[src/hdl/srb_pkg.sv]
package srb_pkg;

  // Outcome codes reported with every result beat.
  typedef enum logic [2:0] {
    OUT_RELEASED   = 3'd0,
    OUT_REPLAYED   = 3'd1,
    OUT_BUFFERED   = 3'd2,
    OUT_DUPLICATE  = 3'd3,
    OUT_BAD_STREAM = 3'd4
  } outcome_e;

  localparam int STREAM_BITS   = 5;
  localparam int SEQ_BITS      = 31;
  localparam int PAY_BITS      = 64;
  // Slot offset within one ring; rings hold at most 32 slots.
  localparam int SLOT_BITS     = 5;

  localparam int QUEUE_ENTRIES = 4;
  localparam int QUEUE_PTR_BITS   = 2;
  localparam int QUEUE_LEVEL_BITS = 3;

  typedef struct packed {
    logic [STREAM_BITS-1:0] stream_number;
    logic [SEQ_BITS-1:0]    sequence_number;
    logic [PAY_BITS-1:0]    message_payload;
  } item_t;

  typedef struct packed {
    outcome_e               outcome;
    logic [STREAM_BITS-1:0] out_stream;
    logic [SEQ_BITS-1:0]    out_sequence;
    logic [PAY_BITS-1:0]    out_payload;
    logic                   last_of_run;
  } result_t;

  // Classified command handed from the front to the back.
  typedef struct packed {
    outcome_e               kind;
    logic [STREAM_BITS-1:0] stream;
    logic [SEQ_BITS-1:0]    seq;
    logic [PAY_BITS-1:0]    payload;
    logic [SLOT_BITS-1:0]   slot;
  } cmd_t;

  // Status reported by the back to the front.
  typedef struct packed {
    logic                   clearing;
    logic                   done;
    logic [STREAM_BITS-1:0] stream;
    logic [SEQ_BITS-1:0]    expected;
  } back_status_t;

endpackage

[src/hdl/srb_front.sv]
module srb_front #(
  parameter int STREAMS      = 5,
  parameter int DEPTH        = 32,
  parameter int PAYLOAD_BITS = 64
) (
  input  logic                                  clk,
  input  logic                                  rst,
  input  logic                                  start,
  input  srb_pkg::item_t                        item,
  output logic                                  busy,
  input  srb_pkg::back_status_t                 status,
  input  logic [srb_pkg::QUEUE_LEVEL_BITS-1:0]  level,
  output logic                                  push,
  output srb_pkg::cmd_t                         cmd
);
  import srb_pkg::*;

  localparam int SW = (STREAMS > 1) ? $clog2(STREAMS) : 1;
  localparam logic [PAY_BITS-1:0] PayMask = PAY_BITS'((65'd1 << PAYLOAD_BITS) - 65'd1);
  // floor(2^32 / DEPTH): quotient estimate is exact or one low
  localparam logic [31:0] Recip = 32'((64'd1 << 32) / DEPTH);

  logic [SEQ_BITS-1:0] expected [STREAMS];
  logic                run_pending;

  logic                   stage_valid;
  outcome_e               stage_kind;
  logic [STREAM_BITS-1:0] stage_stream;
  logic [SEQ_BITS-1:0]    stage_seq;
  logic [PAY_BITS-1:0]    stage_payload;
  logic [SEQ_BITS-1:0]    stage_quot;

  logic                   accept;
  logic                   stream_ok;
  logic [SW-1:0]          sidx;
  logic [SEQ_BITS-1:0]    exp_cur;
  outcome_e               kind;
  logic [62:0]            prod;
  logic [SEQ_BITS-1:0]    quot_depth;
  logic [SEQ_BITS-1:0]    rem_wide;
  logic [6:0]             rem;
  logic [6:0]             slot_fix;

  assign busy   = status.clearing | run_pending |
                  (level >= QUEUE_LEVEL_BITS'(QUEUE_ENTRIES - 1));
  assign accept = start & ~busy;

  assign stream_ok = (item.stream_number != '0) &&
                     (item.stream_number <= STREAM_BITS'(STREAMS));
  assign sidx      = SW'(item.stream_number - 5'd1);

  always_comb begin
    exp_cur = '0;
    for (int i = 0; i < STREAMS; i++) begin
      if (sidx == SW'(i)) begin
        exp_cur = expected[i];
      end
    end
  end

  always_comb begin
    if (!stream_ok) begin
      kind = OUT_BAD_STREAM;
    end else if (item.sequence_number < exp_cur) begin
      kind = OUT_DUPLICATE;
    end else if (item.sequence_number > exp_cur) begin
      kind = OUT_BUFFERED;
    end else begin
      kind = OUT_RELEASED;
    end
  end

  assign prod = 63'(item.sequence_number) * 63'(Recip);

  // Second stage: finish the ring offset with one correction step.
  assign quot_depth = SEQ_BITS'(stage_quot * SEQ_BITS'(DEPTH));
  assign rem_wide   = stage_seq - quot_depth;
  assign rem        = rem_wide[6:0];
  assign slot_fix   = (rem >= 7'(DEPTH)) ? (rem - 7'(DEPTH)) : rem;

  assign push        = stage_valid;
  assign cmd.kind    = stage_kind;
  assign cmd.stream  = stage_stream;
  assign cmd.seq     = stage_seq;
  assign cmd.payload = stage_payload;
  assign cmd.slot    = slot_fix[SLOT_BITS-1:0];

  always_ff @(posedge clk) begin
    if (accept) begin
      stage_kind    <= kind;
      stage_stream  <= item.stream_number;
      stage_seq     <= item.sequence_number;
      stage_payload <= item.message_payload & PayMask;
      stage_quot    <= prod[62:32];
    end
  end

  always_ff @(posedge clk) begin
    if (rst) begin
      stage_valid <= 1'b0;
      run_pending <= 1'b0;
      for (int i = 0; i < STREAMS; i++) begin
        expected[i] <= SEQ_BITS'(1);
      end
    end else begin
      stage_valid <= accept;
      if (accept && kind == OUT_RELEASED) begin
        run_pending <= 1'b1;
      end else if (status.done) begin
        run_pending <= 1'b0;
      end
      for (int i = 0; i < STREAMS; i++) begin
        if (status.done && status.stream == STREAM_BITS'(i + 1)) begin
          expected[i] <= status.expected;
        end
      end
    end
  end

endmodule

[config.mk]
export PLATFORM = sky130hd
export DESIGN_NAME = srb_front
export DESIGN_NICKNAME = d
export VERILOG_FILES = /design/src/hdl/srb_pkg.sv /design/src/hdl/srb_front.sv
export SDC_FILE = /design/constraint.sdc
export NUM_CORES = 1
export LEC_CHECK = 0
export ABC_AREA = 1
export BUFFER_PORTS_ARGS = -buffer_cell sky130_fd_sc_hd__buf_2
export CAP_MARGIN = 10
export CORE_ASPECT_RATIO = 1.25
export CORE_MARGIN = 8
export CORE_UTILIZATION = 57
export DETAILED_ROUTE_END_ITERATION = 7
export PLACE_DENSITY = 0.83
export SLEW_MARGIN = 25
export SYNTH_ARGS = -nofsm -noshare
export SYNTH_HDL_FRONTEND = slang
export SYNTH_SLANG_ARGS = --single-unit
[constraint.sdc]
create_clock -name clk -period 7 [get_ports clk]
set_clock_uncertainty 0.05 [all_clocks]
set_input_delay 2.1 -clock clk [delete_from_list [all_inputs] [get_ports clk]]
set_output_delay 2.1 -clock clk [all_outputs]
set_load 0.005 [all_outputs]
==> results.yml <==
outcome:
  run_status: "completed"
place:
  dp_hpwl_um: 16900
  gp_congestion: 0.797
  place_ws_ns: 1.42
  portBuffers: 253
  place_area_um2: 11700
logic_synthesis:
  syn_inst: 728
  yosysTopAreaCellShare_pct: 76.3
  async_flop_share_pct: 0
  syn-cell-area_um2: 10200
  synth_cell_types: 29
  syn_nets: 903
  synth-edff-count: 258
  ys_ff_latch: 260
  ys_seq_area_share_pct: 76.7
  synth_top_area_cell: "edfxtp_1"
  synthTopCellsByArea: "edfxtp_1 76%, nand2_1 5.1%, ha_1 3.8%"
  synthFlopType: "edfxtp_1"
  ys_warn_count: 0
  avgSynthCellArea_um2: 13.9
clock_tree:
  cts_hold_buf: 0
  htree_levels: 1
  cts_tree: "yes"
  cts_resized: 0
  path_clk_slew_ns: 0.06
  cts_sinks: 260
  insertion_delay_ns: 0.53
  cts.path.max_buffers: 3
  cts_root_buffer: "clkbuf_16"
  numCtsBuffers: 25
  cts_setup_buffers: 0
timing:
  fmax_mhz: 194
  finalSetupTns_ns: 0
  setup_viol: 0
  worst_slew_pin_slew_ns: 0.900
  rsz0062_at_grt: "false"
  hold_slack_ns: 0.547
  period_share_pct: 73.6
  hold_viol: 0
  drv_slew: 0
  slew_headroom_pct: 39.6
  worst_slack_ns: 1.85
  period_minus_slack_ns: 5.15
finish:
  drive_gt1_share_pct: 31.5
  finalNetCount: 1166
  final_cell_area_um2: 12600
  areaGrowthSynthToFinish_pct: 23.9
  n_fill_cell: 1149
critical_path:
  critPathMaxStageDelay_ns: 0.73
  cp_slowest_cell: "nand3_2"
  worstPathCellList: "buf_2 > inv_2 > nand3_2 > o21ai_0 > a21oi_1 > nand2_1 > a21oi_1 > ha_1 > nand2_1 > nor2_1 > nand2_1 > nor2_1 > nor2_1 > nand2_1 > nand2_1 > nand2_1 > nand2_1"
  cp.buffers_inverters: 2
  cp.required_ns: 7.21
  rrSetupSlack_ns: 4.61
  endpoint_kind: "flip-flop"
  r2r_end: "stage_payload[48]"
  startpoint_type: "input port"
  reg2reg_depth: 4
  path_common_cell: "nand2_1"
  crit_family: "simple AND/OR/NAND/NOR gates"
  crit_type: "in2reg"
  worstReg2RegStart: "run_pending"
  crit_arrival_ns: 5.37
  cp-startpoint: "item[97]"
  path_max_fanout: 36
floorplanning:
  rows: 54
  initial_core_util_pct: 58.3
  dieArea_um2: 22400
  die_h_um: 165
  ios: 254
  fp.coreArea_um2: 17400
  fp.dieW_um: 135
power:
  leakage_nw: 5.33
  p_total_mw: 3.56
  cellPowerDensity_nw_per_um2: 283
  ir_drop_uv: 229
detailed_routing:
  avgRoutedWirePerCell_um: 20.2
  ant_nets: 0
  firstDrtPassIters: 5
  route.detailed.drc: 0
  viasPerCell: 5.33
  drt-initial-drc-count: 423
  drt_wl_total_um: 24900
  num_vias: 6587
global_routing:
  grt_max_degree: 71
  grt_pass1_vias: 6898
  grt_pass1_wl_um: 36600
  grt_overflow: 0
  grt.total_usage_pct: 21.5
  antenna_found_initial: 1
worst_hold_path:
  min_path_cells: 2
  min_to: "run_pending"
  holdCritPathClass: "reg2reg"
  worstHoldStart: "run_pending"
job:
  max-cap-violations: 0
==> how the worst max path moves through the flow <==
stage	cells after the start	slack, ns	endpoint
floorplan	3	1.68	expected[0][0]
global placement	15	1.48	stage_kind[1]
detailed placement	15	1.42	stage_kind[1]
CTS	17	1.90	stage_kind[1]
global route	18	1.59	run_pending
finish	17	1.85	stage_kind[1]
==> worst register-to-register path, delay by kind of cell (launching register included) <==
family	cells	cell delay [ns]
buffers and inverters	2	1.27
flip-flops	1	0.35
AND/OR/NAND/NOR	2	0.37
==> cell usage in the layout (no fill, tap or decap), drive strengths merged <==
cell and instances:
clkbuf 28, nand3 41, o21ai 34, a21oi 65
a21o 1, o211ai 2, nand4 3, clkinvlp 2
diode 2, dfxtp 2, nor2 28, buf 261
a221oi 4, o31ai 1, a221o 1, ha 31
nor3 3, bufinv 7, clkinv 7, o2111ai 1
edfxtp 258, inv 90, nand2 140
==> layer usage <==
metal | part of all wire (%) | wire, um | global-route usage, % | vias up
met3 | 9.3 | 2320 | 4.54 | 62
met5 | 0 | 0 | 0 | -
met1 | 36 | 8900 | 24.0 | 3098
met2 | 52 | 12900 | 38.3 | 329
li1 | - | - | - | 3098
met4 | 3.1 | 777 | 10.1 | 0
==> kinds of logic after synthesis <==
kind of cell	count (synthesis)	synth area share, %
compound gates	109	5.75
fa+ha+maj	31	3.82
buf+inv	113	4.88
flops	260	76.7
simple gates	215	8.86
==> cell usage after synthesis, types with 3 or more instances <==
| cell type | number |
|---|---|
| a21oi_1 | 65 |
| buf_4 | 7 |
| nand4_1 | 3 |
| o21ai_1 | 16 |
| nand2_1 | 138 |
| nor2_1 | 26 |
| edfxtp_1 | 258 |
| inv_1 | 84 |
| a221oi_1 | 4 |
| nand3_1 | 40 |
| o21ai_0 | 18 |
| inv_2 | 4 |
| buf_2 | 12 |
| ha_1 | 31 |
| buf_6 | 4 |
==> metrics by stage <==
step | utilization, % | std cells
finish | 72.2 | 1236
detailed placement | 66.9 | 1188
global placement | 66.7 | 1187
global route | 72.2 | 1235
floorplan | - | 728
CTS | 72.1 | 1234
==> power breakdown <==
| group | switching (mW) | internal [mW] |
|---|---|---|
| clock network | 0.565 | 0.917 |
| logic | 0.157 | 0.0972 |
| registers | 0.0236 | 1.80 |
| total | 0.745 | 2.81 |
==> layout make-up <==
type / instances / area, um2 / share of cell area [%]
Sequential cell: 260 / 7790 / 61.9
Inverter: 88 / 333 / 2.65
Antenna cell: 2 / 5.00 / 0.0398
Clock inverter: 18 / 278 / 2.21
Multi-Input combinational cell: 355 / 1910 / 15.2
Clock buffer: 28 / 637 / 5.06
Timing Repair Buffer: 261 / 1350 / 10.7
Tap cell: 224 / 280 / 2.23
==> state kept, by name (all words and copies together) (netlist names) <==
| signal | count |
|---|---|
| expected | 155 |
| push | 1 |
| run_pending | 1 |
| stage_kind | 3 |
| stage_payload | 64 |
| stage_seq | 31 |
| stage_stream | 5 |
Power figures use the tool's default switching activity.
