===== src/hdl/srb_pkg.sv =====
package srb_pkg;

  // Outcome codes reported with every result beat.
  typedef enum logic [2:0] {
    OUT_RELEASED   = 3'd0,
    OUT_REPLAYED   = 3'd1,
    OUT_BUFFERED   = 3'd2,
    OUT_DUPLICATE  = 3'd3,
    OUT_BAD_STREAM = 3'd4
  } outcome_e;

  localparam int STREAM_BITS   = 5;
  localparam int SEQ_BITS      = 31;
  localparam int PAY_BITS      = 64;
  // Slot offset within one ring; rings hold at most 32 slots.
  localparam int SLOT_BITS     = 5;

  localparam int QUEUE_ENTRIES = 4;
  localparam int QUEUE_PTR_BITS   = 2;
  localparam int QUEUE_LEVEL_BITS = 3;

  typedef struct packed {
    logic [STREAM_BITS-1:0] stream_number;
    logic [SEQ_BITS-1:0]    sequence_number;
    logic [PAY_BITS-1:0]    message_payload;
  } item_t;

  typedef struct packed {
    outcome_e               outcome;
    logic [STREAM_BITS-1:0] out_stream;
    logic [SEQ_BITS-1:0]    out_sequence;
    logic [PAY_BITS-1:0]    out_payload;
    logic                   last_of_run;
  } result_t;

  // Classified command handed from the front to the back.
  typedef struct packed {
    outcome_e               kind;
    logic [STREAM_BITS-1:0] stream;
    logic [SEQ_BITS-1:0]    seq;
    logic [PAY_BITS-1:0]    payload;
    logic [SLOT_BITS-1:0]   slot;
  } cmd_t;

  // Status reported by the back to the front.
  typedef struct packed {
    logic                   clearing;
    logic                   done;
    logic [STREAM_BITS-1:0] stream;
    logic [SEQ_BITS-1:0]    expected;
  } back_status_t;

endpackage


===== src/hdl/srb_queue.sv =====
module srb_queue (
  input  logic                                  clk,
  input  logic                                  rst,
  input  logic                                  push,
  input  srb_pkg::cmd_t                         push_cmd,
  input  logic                                  pop,
  output srb_pkg::cmd_t                         head,
  output logic [srb_pkg::QUEUE_LEVEL_BITS-1:0]  level
);
  import srb_pkg::*;

  cmd_t                      entries [QUEUE_ENTRIES];
  logic [QUEUE_PTR_BITS-1:0] wr_ptr;
  logic [QUEUE_PTR_BITS-1:0] rd_ptr;

  assign head = entries[rd_ptr];

  always_ff @(posedge clk) begin
    if (push) begin
      entries[wr_ptr] <= push_cmd;
    end
  end

  always_ff @(posedge clk) begin
    if (rst) begin
      wr_ptr <= '0;
      rd_ptr <= '0;
      level  <= '0;
    end else begin
      if (push) begin
        wr_ptr <= wr_ptr + 1'b1;
      end
      if (pop) begin
        rd_ptr <= rd_ptr + 1'b1;
      end
      case ({push, pop})
        2'b10:   level <= level + 1'b1;
        2'b01:   level <= level - 1'b1;
        default: level <= level;
      endcase
    end
  end

endmodule


===== config.mk =====
export PLATFORM = sky130hd
export DESIGN_NAME = srb_queue
export DESIGN_NICKNAME = d
export VERILOG_FILES = /design/src/hdl/srb_pkg.sv /design/src/hdl/srb_queue.sv
export SDC_FILE = /design/constraint.sdc
export NUM_CORES = 1
export LEC_CHECK = 0
export CORE_MARGIN = 4
export CORE_UTILIZATION = 40
export DETAILED_ROUTE_END_ITERATION = 16
export DONT_BUFFER_PORTS = 1
export GPL_TIMING_DRIVEN = 0
export PLACE_DENSITY = 0.66
export SLEW_MARGIN = 10
export SYNTH_ARGS = -nofsm -noshare
export SYNTH_HDL_FRONTEND = slang
export SYNTH_SLANG_ARGS = --single-unit

===== constraint.sdc =====
create_clock -name clk -period 4.75 [get_ports clk]
set_clock_uncertainty 0.2 [all_clocks]
set_input_delay 0.7125 -clock clk [delete_from_list [all_inputs] [get_ports clk]]
set_output_delay 0.7125 -clock clk [all_outputs]
set_load 0.02 [all_outputs]

==> impl_metrics.py, run 1 <==
metrics = {
    "run_status": {
        "status": "finished, final reports clean",
    },
    "logic_synthesis": {
        "netlist_top_cells_count": "edfxtp_1 (432), mux4_2 (108), buf_2 (12), clkbuf_1 (9), dfxtp_1 (9)",
        "syn-instance-count": 609,
        "ys.flop_type": "edfxtp_1",
        "syn_area_per_cell_sq_um": 26.2,
        "netlist_top_cells_area": "edfxtp_1 (81%), mux4_2 (15%), dfxtp_1 (1.1%)",
        "syn_area_sq_um": 16000,
        "synth_edf_count": 432,
        "synth_fp_nets": 727,
        "synth_most_common_cell": "edfxtp_1",
        "synth.distinct_cells": 19,
        "synth_top_area_share_pct": 81.2,
        "synth_top_cell_by_area": "edfxtp_1",
        "yosys_warnings": 0,
        "synthArstFlopShare_pct": 0,
        "yosysSeqAreaShare_pct": 82.4,
        "ys_seq_elements": 441,
    },
    "timing": {
        "finalCritPeriodShare_pct": 69.9,
        "worstMarginPinSlew_ns": 0.883,
        "slew_headroom_pct": 41.1,
        "hold_viol": 0,
        "layout_min_cycle_time_ns": 3.32,
        "tns_ns": 0,
        "drv_slew": 0,
        "rsz0062_at_grt": "false",
        "finalWorstSetupSlack_ns": 1.43,
        "max_freq_mhz": 301,
        "finalSetupViolCount": 0,
    },
    "hold_path": {
        "hold_class": "input port to flop",
        "hp-start": "push_cmd[58]",
    },
    "clocking": {
        "cts-buffers-inserted": 44,
        "cts.path.max_buffers": 3,
        "h-tree-depth": 2,
        "ctsResizeCount": 0,
        "root_buffer": "clkbuf_16",
        "tritoncts": "built",
        "path_clk_slew_ns": 0.06,
        "clk_latency_ns": 0.54,
        "cts.sinks": 441,
        "holdBufCountCts": 0,
        "postCtsSetupBuffers": 0,
    },
    "global_routing": {
        "track_usage_pct": 13.7,
        "grt_pass1_vias": 6917,
        "grt_overflow": 0,
        "grt_start_max_net_pins": 57,
        "grt_first_pass_wirelength_um": 45000,
        "antenna_found_initial": 0,
    },
    "final_layout": {
        "fin_nets": 777,
        "drive_above_1_share_pct": 28.2,
        "n_antenna_cell": 0,
        "area_growth_pct": 13.6,
        "fillerInstances": 3156,
    },
    "route": {
        "wl_per_cell_um": 24.7,
        "firstDrtPassIters": 4,
        "dr_total_vias": 6341,
        "via_per_inst": 5.24,
        "wl_um": 29900,
        "ant_nets": 0,
        "drt_iter0_drc": 367,
        "drc": 0,
    },
    "power_and_ir_drop": {
        "p_switching_mw": 1.90,
        "p_leak_nw": 5.59,
        "seq_power_share_pct": 52.6,
        "irDropWorstVdd_mv": 0.326,
        "p_per_area_nw_per_um2": 474,
        "netSwitchingFraction_pct": 22.1,
        "p_int_mw": 6.70,
        "clock_power_share_pct": 38.8,
        "p_comb_share_pct": 8.6,
    },
    "place": {
        "preCtsSetupSlack_ns": 1.94,
        "dp_hpwl_um": 19000,
        "gp_congestion": 0.756,
        "io_buffer_count": 0,
    },
    "worst_setup_path": {
        "crit_fanout": 10,
        "worstSetupPathType": "flop to primary output",
        "worstSetupEndpointType": "primary output",
        "r2r_start": "wr_ptr[0]",
        "rrSetupSlack_ns": 2.46,
        "start_kind": "flop",
        "critPathRequiredTime_ns": 3.84,
        "worstPathArrival_ns": 2.41,
    },
    "die": {
        "rows": 72,
        "start_util_pct": 40.8,
        "die_h_um": 208,
        "die_w_um": 208,
        "coreArea_sq_um": 39100,
        "die_area_sq_um": 43200,
        "io_pins": 223,
    },
    "flow_run": {
        "max_cap_violations": 0,
    },
}
-- final timing paths --
check,endpoint,cells after the start
setup / recovery,head[92],4
hold / removal,entries[2][58],0
setup reg to reg,entries[0][101],4
hold reg to reg,flop,2
-- worst max-delay path, stage by stage (launching register included) --
cell	delay (ns)
dfxtp_1	0.31
buf_2	0.33
buf_2	0.33
buf_2	0.39
mux4_2	0.49
-- sequential cells by signal, indices dropped and copies added (netlist names), named ones only --
name,count
rd_ptr,2
entries,432
level,3
wr_ptr,2
-- cell type report --
class | count | area (sq um) | share of cell area (%)
buffer | 25 | 143 | 0.787
clock buffer | 55 | 1170 | 6.47
clock inverter | 24 | 225 | 1.24
inverter | 6 | 22.5 | 0.124
multi-input combinational | 137 | 2660 | 14.7
sequential | 441 | 13200 | 72.5
tap | 518 | 648 | 3.57
timing repair buffer | 4 | 110 | 0.607
-- metrics by stage --
stage / std cells / util (%) / hold slack (ns) / power, mW / area, sq um
5_1_grt: 1210 / 46.4 / 0.00914 / 8.92 / 18100
3_5_place_dp: 1131 / 42.8 / 0.319 / 5.37 / 16700
4_1_cts: 1210 / 46.4 / 0.00639 / 8.72 / 18100
2_1_floorplan: 609 / - / 0.285 / 5.19 / 16000
6_report: 1210 / 46.4 / 0.0507 / 8.60 / 18100
3_3_place_gp: 1127 / 42.5 / 0.309 / 5.35 / 16600
-- kinds of logic after synthesis --
group	after synthesis	share of synthesized area, %
AO/OA/AOI/OAI	3	0.0940
XOR/XNOR	5	0.274
adder cells (fa/ha/maj)	6	0.517
buffers and inverters	31	1.03
flip-flops	441	82.4
multiplexers	109	15.3
AND/OR/NAND/NOR	14	0.407
-- layout by cell type (no fill, tap or decap), drive strengths merged --
master / n
a21oi: 2
or3: 1
edfxtp: 432
clkbuf: 64
mux2i: 1
xnor2: 2
clkinvlp: 1
xor2: 3
dfxtp: 9
buf: 20
o21ai: 1
fa: 1
ha: 5
mux4: 108
and2: 4
nand2: 1
inv: 9
bufinv: 4
clkinv: 16
nor2: 8
-- routing by layer --
| layer | up-vias | GRT usage (%) | wire length [um] |
|---|---|---|---|
| met2 | 205 | 23.0 | 15100 |
| met5 | - | 0 | 0 |
| li1 | 2718 | - | - |
| met4 | 0 | 4.78 | 754 |
| met3 | 50 | 5.68 | 2760 |
| met1 | 3368 | 16.2 | 11300 |
-- power by group through the flow --
stage	clock [mW]	sequential [mW]	combinational [mW]
CTS	3.43	4.52	0.766
global placement	0	4.62	0.732
detailed placement	0	4.60	0.764
global route	3.60	4.53	0.790
finish	3.34	4.52	0.739
floorplan	0	4.60	0.591
Note: power is estimated with default switching activity, not from simulation.
==> inputs of run 2 (changes only) <==
==> constraint.sdc (replaced) <==
create_clock -name clk -period 3.45 [get_ports clk]
set_clock_uncertainty 0.2 [all_clocks]
set_input_delay 0.5175 -clock clk [delete_from_list [all_inputs] [get_ports clk]]
set_output_delay 0.5175 -clock clk [all_outputs]
set_load 0.02 [all_outputs]
==> run 2 against run 1 <==
Against the previous run:
- clock-buffer cell count is the same
- critical path depth is the same
- register-to-register slack lost 1.3 ns
- critical endpoint is now head[84]
- routed wire length grew 3.8%
- hold slack gained 0.026 ns
- global-route usage grew 0.48 points
- highest routed layer is now met5
- critical path type unchanged
==> impl_metrics.py, run 2 (synthesis gave the netlist of run 1 again) <==
metrics = {
    "power_and_ir_drop": {
        "p_per_area_nw_per_um2": 623,
        "p_leak_nw": 6.08,
        "irDropWorstVdd_mv": 0.541,
    },
    "place": {
        "dp_cells": 1135,
        "dp_hpwl_um": 19500,
        "gp_congestion": 0.704,
        "place_area_sq_um": 16800,
        "io_buffer_count": 0,
    },
    "clocking": {
        "cts.path.max_buffers": 3,
        "cts-buffers-inserted": 45,
        "cts.sinks": 441,
        "tritoncts": "built",
        "postCtsSetupBuffers": 0,
        "path_clk_slew_ns": 0.05,
        "holdBufCountCts": 110,
        "clk_latency_ns": 0.55,
        "ctsResizeCount": 0,
        "root_buffer": "clkbuf_16",
        "h-tree-depth": 2,
    },
    "die": {
        "die_w_um": 208,
        "die_area_sq_um": 43200,
        "start_util_pct": 40.8,
        "rows": 72,
        "coreArea_sq_um": 39100,
        "die_h_um": 208,
        "io_pins": 223,
    },
    "route": {
        "dr_total_vias": 6892,
        "firstDrtPassIters": 4,
        "drt_iter0_drc": 403,
        "via_per_inst": 5.20,
        "wl_um": 31000,
        "drc": 0,
        "wl_per_cell_um": 23.4,
        "ant_nets": 0,
    },
    "final_layout": {
        "area_growth_pct": 21.0,
        "layout_commonest_cell": "edfxtp_1",
        "final_cell_area_sq_um": 19300,
        "largest_reg_flops": 432,
        "post-route-util_pct": 49.4,
        "layout_common_cells": "edfxtp_1 (432), dlygate4sd3_1 (110), mux4_2 (108), clkbuf_16 (45), clkbuf_1 (19)",
        "reg_top3": "entries x432, level x3",
        "fin_nets": 892,
        "drive_above_1_share_pct": 24.3,
        "stdcell_count": 1325,
        "n_antenna_cell": 0,
        "top_register": "entries",
    },
    "worst_setup_path": {
        "r2r_end": "entries[1][83]",
        "worstSetupPathType": "flop to primary output",
        "max_stage_delay_ns": 0.47,
        "rrSetupSlack_ns": 1.21,
        "r2r_start": "wr_ptr[1]",
        "crit_fanout": 10,
        "r2r.worst_path.cells": 5,
        "critPathMostFrequentCell": "buf_2",
        "cp_slowest_cell": "mux4_2",
        "critPathRequiredTime_ns": 2.73,
        "start_kind": "flop",
        "worstSetupEndpointType": "primary output",
        "worstPathArrival_ns": 2.36,
        "cp_cell_sequence": "buf_2 > buf_2 > buf_2 > mux4_2",
    },
    "global_routing": {
        "track_usage_pct": 14.2,
        "grt_start_max_net_pins": 55,
        "grt_first_pass_wirelength_um": 46900,
        "grt_pass1_vias": 7552,
        "grt_overflow": 0,
        "antenna_found_initial": 3,
    },
    "timing": {
        "worstMarginPinSlew_ns": 0.672,
        "rsz0062_at_grt": "false",
        "whs_ns": 0.0768,
        "max_freq_mhz": 325,
        "drv_slew": 0,
        "finalSetupViolCount": 0,
        "slew_headroom_pct": 55.2,
        "tns_ns": 0,
        "hold_viol": 0,
        "finalCritPeriodShare_pct": 89.2,
        "layout_min_cycle_time_ns": 3.08,
    },
    "hold_path": {
        "hold_class": "input port to flop",
        "worstHoldPathCells": 3,
        "hp-start": "pop",
    },
    "flow_run": {
        "max_cap_violations": 0,
    },
    "run_status": {
        "status": "finished, final reports clean",
    },
}
## run 2: cell count changes in the layout (fill, tap and decap cells not counted), moves of 2 or more
cell,before,now
dlygate4sd3_1,0,110
buf_12,0,4
clkinv_1,7,10
clkinv_2,9,7
inv_6,3,1
## run 2: how the worst max path moves through the flow
stage | from | to | slack (ns) | depth (start not counted)
detailed placement | flop | head[84] | 0.85 | 4
global placement | wr_ptr[0] | entries[0][59] | 0.05 | 3
floorplan | wr_ptr[0] | entries[2][0] | 0.94 | 3
finish | flop | head[84] | 0.37 | 4
global route | flop | head[84] | 0.19 | 4
CTS | flop | head[84] | 0.24 | 4
## run 2: area by class of cell
class / count / area (sq um)
Buffer: 25 / 143
Clock inverter: 25 / 248
Multi-Input combinational cell: 137 / 2660
Sequential cell: 441 / 13200
Tap cell: 518 / 648
Timing Repair Buffer: 118 / 1290
Fill cell: 3060 / 19800
Clock buffer: 55 / 1160
Inverter: 6 / 22.5
## run 2: power breakdown
part	total [mW]	leakage, nW	switching, mW	internal (mW)
clock	4.64	0.689	1.87	2.76
sequential	6.22	4.04	0.0645	6.15
combinational	1.19	1.35	0.744	0.449
total	12.0	6.08	2.68	9.37
## run 2: critical path, delay by kind of cell (launching register included)
| kind | cells | cell delay (ns) |
|---|---|---|
| buffers and inverters | 3 | 1.02 |
| DFF | 1 | 0.30 |
| muxes | 1 | 0.47 |
## run 2: per-stage QoR
step / worst slack [ns] / power (mW)
after global routing: 0.194 / 12.5
after global placement: 0.0489 / 7.35
after detailed placement: 0.852 / 7.40
after floorplan: 0.935 / 7.13
after CTS: 0.235 / 12.2
final: 0.374 / 12.0
## run 2: metal layers
layer / GRT usage (%) / wire (um) / up-vias
met5: 0 / 21 / -
met4: 4.58 / 766 / 4
met3: 3.99 / 2010 / 54
met2: 24.2 / 16100 / 223
met1: 17.8 / 12100 / 3661
li1: - / - / 2950
==> inputs of run 3 (changes only) <==
--- a/config.mk
+++ b/config.mk
@@ -6,11 +6,11 @@
 export NUM_CORES = 1
 export LEC_CHECK = 0
 export CORE_MARGIN = 4
-export CORE_UTILIZATION = 40
+export CORE_UTILIZATION = 35
 export DETAILED_ROUTE_END_ITERATION = 16
 export DONT_BUFFER_PORTS = 1
 export GPL_TIMING_DRIVEN = 0
-export PLACE_DENSITY = 0.66
+export PLACE_DENSITY = 0.61
 export SLEW_MARGIN = 10
 export SYNTH_ARGS = -nofsm -noshare
 export SYNTH_HDL_FRONTEND = slang
==> run 3 against run 2 <==
Against the previous run:
- sequential power is essentially flat
- non-clock buffer count unchanged
- critical endpoint is now head[60]
- critical path type unchanged
- global-route usage is 1.4 points lower
- sequential cell count did not move
- power decreased by 0.29%
- final cell count rose by 5.7%
- die area is 14% higher
- fmax shrank 1.7%
- highest routed layer unchanged
- sequential share of layout area shrank 0.29 points
- routed wire length grew 1.6%
- register-to-register slack lost 0.02 ns
- combinational power is essentially flat
==> impl_metrics.py, run 3 (synthesis gave the netlist of run 1 again) <==
metrics = {
    "clocking": {
        "ctsResizeCount": 0,
        "clk_latency_ns": 0.55,
        "postCtsSetupBuffers": 0,
        "holdBufCountCts": 110,
        "cts-buffers-inserted": 45,
        "h-tree-depth": 2,
        "tritoncts": "built",
        "cts.path.max_buffers": 3,
        "root_buffer": "clkbuf_16",
        "path_clk_slew_ns": 0.06,
        "cts.sinks": 441,
    },
    "hold_path": {
        "hold_end": "wr_ptr[1]",
        "worstHoldPathCells": 2,
        "hp-start": "rst",
        "hold_class": "input port to flop",
    },
    "final_layout": {
        "final_cell_area_sq_um": 19400,
        "register_area_sq_um": 13200,
        "reg_top3": "entries x432, level x3",
        "largest_reg_flops": 432,
        "area_growth_pct": 21.6,
        "fin_nets": 892,
        "fillerInstances": 3790,
        "n_antenna_cell": 0,
        "post-route-util_pct": 43.4,
        "drive_above_1_share_pct": 25.0,
        "multi_input_area_sq_um": 2660,
        "top_register": "entries",
        "layout_common_cells": "edfxtp_1 (432), dlygate4sd3_1 (110), mux4_2 (108), clkbuf_16 (46), clkbuf_1 (18)",
        "layout_commonest_cell": "edfxtp_1",
    },
    "worst_setup_path": {
        "r2r.worst_path.cells": 4,
        "critical_path.top_delay_family": "buffers and inverters",
        "r2r_start": "wr_ptr[0]",
        "crit_fanout": 10,
        "worstSetupEndpointType": "primary output",
        "worstPathArrival_ns": 2.41,
        "rrSetupSlack_ns": 1.19,
        "cp_cell_sequence": "buf_2 > clkbuf_1 > mux4_2",
        "start_kind": "flop",
        "worstSetupPathType": "flop to primary output",
        "cp_slowest_cell": "clkbuf_1",
        "max_stage_delay_ns": 0.70,
        "path_buf_inv": 2,
        "critPathRequiredTime_ns": 2.73,
        "r2r_end": "entries[1][53]",
    },
    "die": {
        "io_pins": 223,
        "die_w_um": 222,
        "rows": 77,
        "start_util_pct": 35.7,
        "die_h_um": 222,
        "coreArea_sq_um": 44700,
        "die_area_sq_um": 49100,
    },
    "power_and_ir_drop": {
        "p_leak_nw": 6.09,
        "p_switching_mw": 2.72,
        "p_int_mw": 9.30,
        "seq_power_share_pct": 51.7,
        "netSwitchingFraction_pct": 22.6,
        "irDropWorstVdd_mv": 0.442,
        "p_comb_share_pct": 10.0,
        "clock_power_share_pct": 38.3,
        "p_per_area_nw_per_um2": 619,
    },
    "route": {
        "dr_total_vias": 6806,
        "firstDrtPassIters": 4,
        "wl_per_cell_um": 22.5,
        "wl_um": 31500,
        "drt_iter0_drc": 452,
        "drc": 0,
        "via_per_inst": 4.86,
        "ant_nets": 0,
    },
    "timing": {
        "finalSetupViolCount": 0,
        "max_freq_mhz": 319,
        "rsz0062_at_grt": "false",
        "slew_headroom_pct": 41.3,
        "worstMarginPinSlew_ns": 0.881,
        "finalWorstSetupSlack_ns": 0.320,
        "layout_min_cycle_time_ns": 3.13,
        "hold_viol": 0,
        "finalCritPeriodShare_pct": 90.7,
        "whs_ns": 0.101,
        "drv_slew": 0,
    },
    "run_status": {
        "status": "finished, final reports clean",
    },
    "global_routing": {
        "grt_first_pass_wirelength_um": 47400,
        "grt_overflow": 0,
        "grt_pass1_vias": 7231,
        "track_usage_pct": 12.8,
        "grt_start_max_net_pins": 49,
        "antenna_found_initial": 1,
    },
    "place": {
        "io_buffer_count": 0,
        "dp_hpwl_um": 19200,
        "preCtsSetupSlack_ns": 0.788,
        "gp_congestion": 0.659,
        "place_area_sq_um": 16900,
    },
    "flow_run": {
        "max_cap_violations": 0,
    },
}
[run 3: changes by cell type in the layout (fill, tap and decap cells not counted), sizes merged]
| cell | before | now |
|---|---|---|
| clkinv | 18 | 17 |
| clkbuf | 64 | 69 |
| bufinv | 5 | 2 |
[run 3: cell type report]
type                            count  area share (%)
Inverter                            6           0.116
Multi-Input combinational cell    137            13.7
Clock buffer                       60            6.46
Sequential cell                   441            67.8
Tap cell                          592            3.82
Clock inverter                     21           0.793
Timing Repair Buffer              118            6.61
Buffer                             25           0.735
[run 3: worst max path at each step]
stage,endpoint,from,depth (start not counted),slack (ns)
after floorplan,entries[2][0],wr_ptr[0],3,0.94
after global placement,entries[0][75],wr_ptr[0],3,-0.27
after detailed placement,head[56],flop,3,0.79
after CTS,head[56],flop,3,0.16
after global routing,head[60],flop,3,0.16
final,head[60],flop,3,0.32
[run 3: per-layer routing]
| metal | GRT usage (%) | routed length, um | vias up |
|---|---|---|---|
| met3 | 4.21 | 2470 | 53 |
| met5 | 0 | 7 | - |
| li1 | - | - | 2953 |
| met2 | 20.3 | 15200 | 223 |
| met1 | 16.7 | 13000 | 3575 |
| met4 | 4.24 | 842 | 2 |
[run 3: power groups by stage]
stage	logic (mW)	clock network [mW]	registers [mW]
final	1.20	4.60	6.21
after global routing	1.29	5.01	6.23
after CTS	1.25	4.76	6.21
after detailed placement	1.09	0	6.33
after global placement	1.05	0	6.34
after floorplan	0.815	0	6.32
[run 3: worst register-to-register path: stages (launching register included)]
cell     delay, ns
dfxtp_1       0.40
ha_1          0.17
and2_4        0.51
buf_16        0.29
buf_16        0.28
[run 3: stage by stage]
step | TNS (ns) | cells | total power, mW
after floorplan | 0 | 609 | 7.13
after global placement | -105.82 | 1201 | 7.39
after detailed placement | 0 | 1209 | 7.42
after CTS | 0 | 1400 | 12.2
after global routing | 0 | 1400 | 12.5
final | 0 | 1400 | 12.0
